--- src/sv/acl_pkg.sv ---
`timescale 1ns / 1ps
package acl_pkg;
    localparam int MaxRules = 256;
    localparam int IdxW = $clog2(MaxRules);
    localparam int CntW = IdxW + 1;
    localparam int QDepth = 2;

    localparam logic [1:0] FUNC_ADD = 2'd0;
    localparam logic [1:0] FUNC_CHECK = 2'd1;
    localparam logic [1:0] FUNC_CLEAR = 2'd2;

    typedef struct packed {
        logic [1:0]  func;
        logic        rule_action;
        logic [7:0]  protocol;
        logic [31:0] src_addr;
        logic [31:0] src_netmask;
        logic [31:0] dst_addr;
        logic [31:0] dst_netmask;
        logic [15:0] src_port_lo;
        logic [15:0] src_port_hi;
        logic [15:0] dst_port_lo;
        logic [15:0] dst_port_hi;
    } t_req;

    typedef struct packed {
        logic        status;
        logic        verdict;
        logic        matched;
        logic [7:0]  rule_index;
        logic [63:0] hits;
    } t_rsp;

    // rule as stored: addresses, masks, port ranges, protocol, action
    typedef struct packed {
        logic [31:0] sa;
        logic [31:0] sm;
        logic [31:0] da;
        logic [31:0] dm;
        logic [15:0] spl;
        logic [15:0] sph;
        logic [15:0] dpl;
        logic [15:0] dph;
        logic [7:0]  proto;
        logic        act;
    } t_rule;

    // compare a packet request with a stored rule
    function automatic logic rule_hit(t_rule r, t_req p);
        logic pr;
        logic ad;
        logic sp;
        logic dp;
        pr = (r.proto == 8'd0) || (r.proto == p.protocol);
        ad = ((p.src_addr & r.sm) == (r.sa & r.sm)) &&
             ((p.dst_addr & r.dm) == (r.da & r.dm));
        sp = ((r.spl == 16'd0) && (r.sph == 16'd0)) ||
             ((p.src_port_lo >= r.spl) && (p.src_port_lo <= r.sph));
        dp = ((r.dpl == 16'd0) && (r.dph == 16'd0)) ||
             ((p.dst_port_lo >= r.dpl) && (p.dst_port_lo <= r.dph));
        return pr && ad && sp && dp;
    endfunction
endpackage

--- src/sv/acl_fifo.sv ---
`timescale 1ns / 1ps
module acl_fifo
    import acl_pkg::*;
(
    input  logic i_clk,
    input  logic i_rst_n,
    input  logic i_push,
    input  t_req i_data,
    output logic o_full,
    input  logic i_pop,
    output logic o_empty,
    output t_req o_data
);
    localparam int PtrW = $clog2(QDepth);
    t_req            r_q [QDepth];
    logic [PtrW-1:0] r_wp, r_rp;
    logic [PtrW:0]   r_cnt;
    logic            w_push, w_pop;

    assign w_push = i_push && !o_full;
    assign w_pop = i_pop && !o_empty;
    assign o_full = (r_cnt == (PtrW + 1)'(QDepth));
    assign o_empty = (r_cnt == '0);
    assign o_data = r_q[r_rp];

    // hold requests between front and back
    always_ff @(posedge i_clk) begin
        if (!i_rst_n) begin
            r_wp <= '0;
            r_rp <= '0;
            r_cnt <= '0;
        end else begin
            if (w_push) begin
                r_wp <= (r_wp == PtrW'(QDepth - 1)) ? '0 : r_wp + 1'b1;
            end
            if (w_pop) begin
                r_rp <= (r_rp == PtrW'(QDepth - 1)) ? '0 : r_rp + 1'b1;
            end
            r_cnt <= r_cnt + (PtrW + 1)'(w_push) - (PtrW + 1)'(w_pop);
        end
        if (w_push) begin
            r_q[r_wp] <= i_data;
        end
    end

`ifndef ASSERT_OFF
    a_cnt_max: assert property (@(posedge i_clk) disable iff (!i_rst_n)
        r_cnt <= (PtrW + 1)'(QDepth)) else $error("queue overflow");
    a_no_under: assert property (@(posedge i_clk) disable iff (!i_rst_n)
        o_empty && !w_push |=> o_empty) else $error("queue grew without push");
    a_ptr_eq: assert property (@(posedge i_clk) disable iff (!i_rst_n)
        o_empty |-> r_wp == r_rp) else $error("pointers differ when empty");
`endif
endmodule

--- config.mk ---
export PLATFORM = sky130hd
export DESIGN_NAME = acl_fifo
export DESIGN_NICKNAME = d
export VERILOG_FILES = /design/src/sv/acl_pkg.sv /design/src/sv/acl_fifo.sv
export SDC_FILE = /design/constraint.sdc
export NUM_CORES = 1
export LEC_CHECK = 0
export CORE_MARGIN = 5
export CORE_UTILIZATION = 50
export DETAILED_ROUTE_END_ITERATION = 7
export DONT_BUFFER_PORTS = 1
export SYNTH_ARGS = -nofsm -noshare
export SYNTH_HDL_FRONTEND = slang
export SYNTH_SLANG_ARGS = --single-unit
--- constraint.sdc ---
create_clock -name i_clk -period 36.7 [get_ports i_clk]
set_input_delay 7.34 -clock i_clk [delete_from_list [all_inputs] [get_ports i_clk]]
set_output_delay 7.34 -clock i_clk [all_outputs]
set_load 0.005 [all_outputs]
# Word-level counts from Yosys, hierarchy flattened
# Memory sizes are Yosys's and may differ from the RTL's. A register that Yosys moved wholly into a read port is not among the register bits.
# Cells that the tools add are included.
# classes
order_cmp	0
n_mux	6
n_reduce_logical	5
n_addsub	4
multipliers	0
n_shift	0
div	0
bitwise	0
eq_ne	1
# ops
operator	n
$mux W1	6
$add A1 B1 Y1 const B	2
$add A2 B1 Y2	1
$eq A2 B2 Y1 const B	1
$logic_and A1 B1 Y1	2
$logic_not A1 Y1	2
$logic_not A2 Y1	1
$sub A2 B1 Y2	1
# word_totals
ram_bits	406
inputBits	207
ff_bits	4
n_memories	1
latchBits	0
elab_cells	20
output_inout_bits	205
rom_bits	0
# mem_list
name	words	width	rd	rd_ports_with_merged_regs	write_ports	line	source
r_q	2	203	1	1	1	acl_fifo.sv:15	t_req r_q [QDepth];

# Logic depth before layout (Yosys ltp)
# depth
depth_word	5
mapped_depth	8
depth_no_buf	8

# Worst setup path before layout
# OpenSTA, ideal clock, no wires.
# synth_timing
path_type	input to register
startpoint	input i_push
endpoint	memory r_q[0][0] (netlist name), enable pin
t_required_ns	35.931
arrival_time_ns	15.850
setup_time_ns	0.769
n_path_buf	0
setup_slack_ns	20.081
cell_stages	2
path_cell_list	nand2_1 -> nor2_1
# synth_between
elab_chain_len	3
# synth_lines
element	line	source
start, declared	acl_fifo.sv:7	input logic i_push,
$logic_and A1 B1 Y1	acl_fifo.sv:20	assign w_push = i_push && !o_full;
$mux W1	acl_fifo.sv:41	if (w_push) begin
$mux W1 (implied by the code)	acl_fifo.sv:42	r_q[r_wp] <= i_data;
end, declared	acl_fifo.sv:15	
# No other way between the ends.

==> run summary <==
The required time at the worst-slack endpoint came out at 29.36 ns. The share of flip-flops with an asynchronous set or reset after synthesis came out at 0%. The overall fraction of global-route tracks in use came out at 16.1%. The flow ran to the end, and the final reports show no timing, DRC or antenna violations. On the critical path, the stage with the largest delay is an instance of sky130_fd_sc_hd__buf_4. The final layout contains 896 nets.

Setup violations remaining at the end of the flow were counted as 0. The mean area per synthesized cell came out at 23.7 um2. The total wirelength of the detailed-routed design is 29.5 mm. The number of flip-flops and latches in the synthesized netlist came out at 411. Based on the critical path, the design can be clocked at up to 0.0936 GHz. The chip height is 187 um.

The post-route setup TNS is 0 ns. The maximum vdd ir drop came out at 0.0000490 V. The power after layout is 0.00130 W. The number of cells upsized or downsized after cts came out at 0.

The post-route antenna net violation count came out at 0. The insertion delay to the later sink of the worst-skew pair is 0.52 ns. The floorplan die area came out at 0.0348 mm2. The detailed placer's ending HPWL is 21.1 mm. The clock share of power came out at 30.2%. The clock sink total came out at 411. The leakage power figure is 5.93 nW. Sequential elements use 78.8% of the synthesized area. The switching power is 0.000322 W. The clock transition time at the flip-flop clock pins of the worst setup and hold paths came out at 0.06 ns. The internal power of the cells totals 0.000976 W. The maximum level of the CTS H-tree is 2. For the pin with the worst max-slew slack, the measured transition is 1.15 ns. The netlist area before placement came out at 0.0156 mm2. The TritonCTS buffer count is 41.

The first global-routing pass estimated 42.8 mm of wire. Port buffering added 0 buffers. The largest fanout of any net on the critical path is 54. The residual DRC count came out at 0. Counting stages on the worst path, the most repeated cell is sky130_fd_sc_hd__buf_4. Setup repair after global routing left no endpoint under its margin.

At the end of the flow the core is filled with cells to 56.1%. The sequential cell fraction of total power came out at 48.7%. The gate count after technology mapping is 659. The floorplan has 64 rows. For this block, the initial DRC count from the detailed router was 341.

The pin count of the biggest net entering global routing came out at 84. The worst setup path category is flip-flop to primary output. The congestion estimate from routability-driven global placement came to 0.829. The number of warnings reported in the yosys synthesis log came out at 0. Synthesis produced a netlist with a net count of 868. The ratio of total power to cell area is 75.4 mW/mm2. The clock arrives with 0.0101 ns of skew.

The number of antenna violations at the first check in global routing came to 2. The I/O pin count came out at 412. The via count of the first global-routing pass was 6394. The cell family contributing the most delay on the critical path is buffers and inverters. The area share of the largest cell type after synthesis is 78.2%.

The first-pass iteration count of the detailed router came out at 4. The arrival time of the worst setup path is 3.34 ns. The effective utilization at floorplan is 50.8%. The most used flip-flop cell after synthesis is sky130_fd_sc_hd__edfxtp_1. The delay of the slowest cell on the worst path is 0.85 ns. In this run, the combinational gates consume 21.0% of the power.

The layout cell share with drive strength beyond 1 came out at 38.0%. The path class of the tightest hold or removal check is flip-flop to flip-flop. The switching share of power is 24.8%.

The total number of vias is 6005. The max-slew violation count came out at 0. The category of the worst setup path capture point is a primary output. The core area is 0.0307 mm2. The count of buffers added by post-CTS timing repair for setup is 0. The synthesis-to-layout area growth is 10.4%.

The number of flops mapped to enable cells by yosys is 406. The relative slew slack came out at 23.4%. The total congestion overflow after global routing came out at 0. The mean number of vias per cell came out at 5.38. Ranked by total cell area, the synthesized netlist is headed by sky130_fd_sc_hd__edfxtp_1 78%, sky130_fd_sc_hd__mux2_4 16%, sky130_fd_sc_hd__mux2_2 2.4%, sky130_fd_sc_hd__buf_6 1.4%, sky130_fd_sc_hd__dfxtp_1 0.64%. Dividing the detail-routed wire length by the instance count gives 26.5 um.

Measured along the x axis, the die boundary spans 187 um. STA classifies the critical path startpoint as a flip-flop. After synthesis, the netlist uses 19 different library cells.

The post-route minimum period came out at 10.68 ns. The number of hold violations in the final report came out at 0. The count of buffer and inverter cells on the critical path came out at 2. Walking the worst path, the cells encountered are buf_4 -> buf_4 -> mux2_4. The buffer depth of the longest clock path came out at 3. The number of buffers inserted for hold repair after clock tree synthesis is 0. Across the run, the number of max-cap violations was 0. Dividing the final minimum period by the clock period gives 29.1%. The largest total area in the synthesized netlist belongs to sky130_fd_sc_hd__edfxtp_1. The clock root buffer is sky130_fd_sc_hd__clkbuf_16. TritonCTS built the clock tree.
[routing by layer]
| layer | vias to the layer above | wire (um) | track usage, % |
|---|---|---|---|
| met1 | 2991 | 9310 | 15.6 |
| li1 | 2674 | - | - |
| met5 | - | 0 | 0 |
| met3 | 53 | 3960 | 10.0 |
| met2 | 287 | 15500 | 28.6 |
| met4 | 0 | 782 | 4.74 |
[final timing paths]
check	slack (ns)	cells after the start	endpoint	startpoint
setup / recovery	26.02	3	o_data[109]	flip-flop
hold reg to reg	0.55	2	r_rp$_SDFFE_PN0P_	r_rp$_SDFFE_PN0P_
setup reg to reg	33.42	5	r_q[0][149]$_DFFE_PP_	r_cnt[0]$_SDFF_PN0_
hold / removal	0.55	2	r_rp$_SDFFE_PN0P_	r_rp$_SDFFE_PN0P_
[sequential cells by signal, summed over array words and instances, names as in the netlist, named ones only]
name   count
r_rp       1
r_q      406
r_wp       1
r_cnt      2
[tightest hold or removal path: cells and delay by family (launching register included)]
family                    cells  cell delay, ns
DFF                           1            0.34
xor gates and xnor gates      1            0.09
and+or+nand+nor               1            0.08
[cells in the mapped netlist, drive strengths merged, types with 2 or more instances]
library cell / count
mux2: 203
ha: 2
buf: 23
inv: 3
dfxtp: 5
nand2: 2
nand2b: 2
nor2: 5
and2: 2
edfxtp: 406
[layout by cell type, fill, tap and decap left out, drive strengths merged]
master	n
nand2	2
clkinv	17
xnor2	1
clkbuf	51
ha	2
edfxtp	406
diode	4
buf	8
mux2i	1
and3	1
inv	4
nor3	1
mux2	203
xor2	1
dfxtp	5
bufinv	3
o21a	1
nand2b	2
and2	2
nor2	5
[logic make-up after synthesis]
logic type	synth area share (%)
xor+xnor	0.112
compound gates	0.0482
mux	18.8
flops	78.8
fa+ha+maj	0.160
simple gates	0.401
buf+inv	1.64
[metrics by stage]
stage	std cells	area [um2]	hold slack, ns	worst slack [ns]
6_report	1116	17200	0.547	26.02
5_1_grt	1112	17200	0.581	25.83
4_1_cts	1112	17200	0.547	25.97
3_5_place_dp	1040	15900	0.534	26.53
3_3_place_gp	1040	15900	0.501	26.64
2_1_floorplan	659	15600	0.455	20.08
[cell type report]
cell class / count / area [um2]
fillers: 2232 / 13500
flip-flops and latches: 411 / 12300
multi-input cells: 222 / 3060
clock buffers: 51 / 1110
well taps: 396 / 495
clock inverters: 21 / 176
repair buffers: 8 / 60.1
inverters: 3 / 11.3
diodes: 4 / 10.0
[power by group through the flow]
stage,Combinational [W],Sequential [W],Clock [W]
final,0.000273,0.000632,0.000392
after global routing,0.000291,0.000639,0.000424
after CTS,0.000282,0.000633,0.000405
after detailed placement,0.000281,0.000643,0
after global placement,0.000276,0.000639,0
after floorplan,0.000241,0.000651,0
No activity file was read; power rests on OpenSTA's default activity.
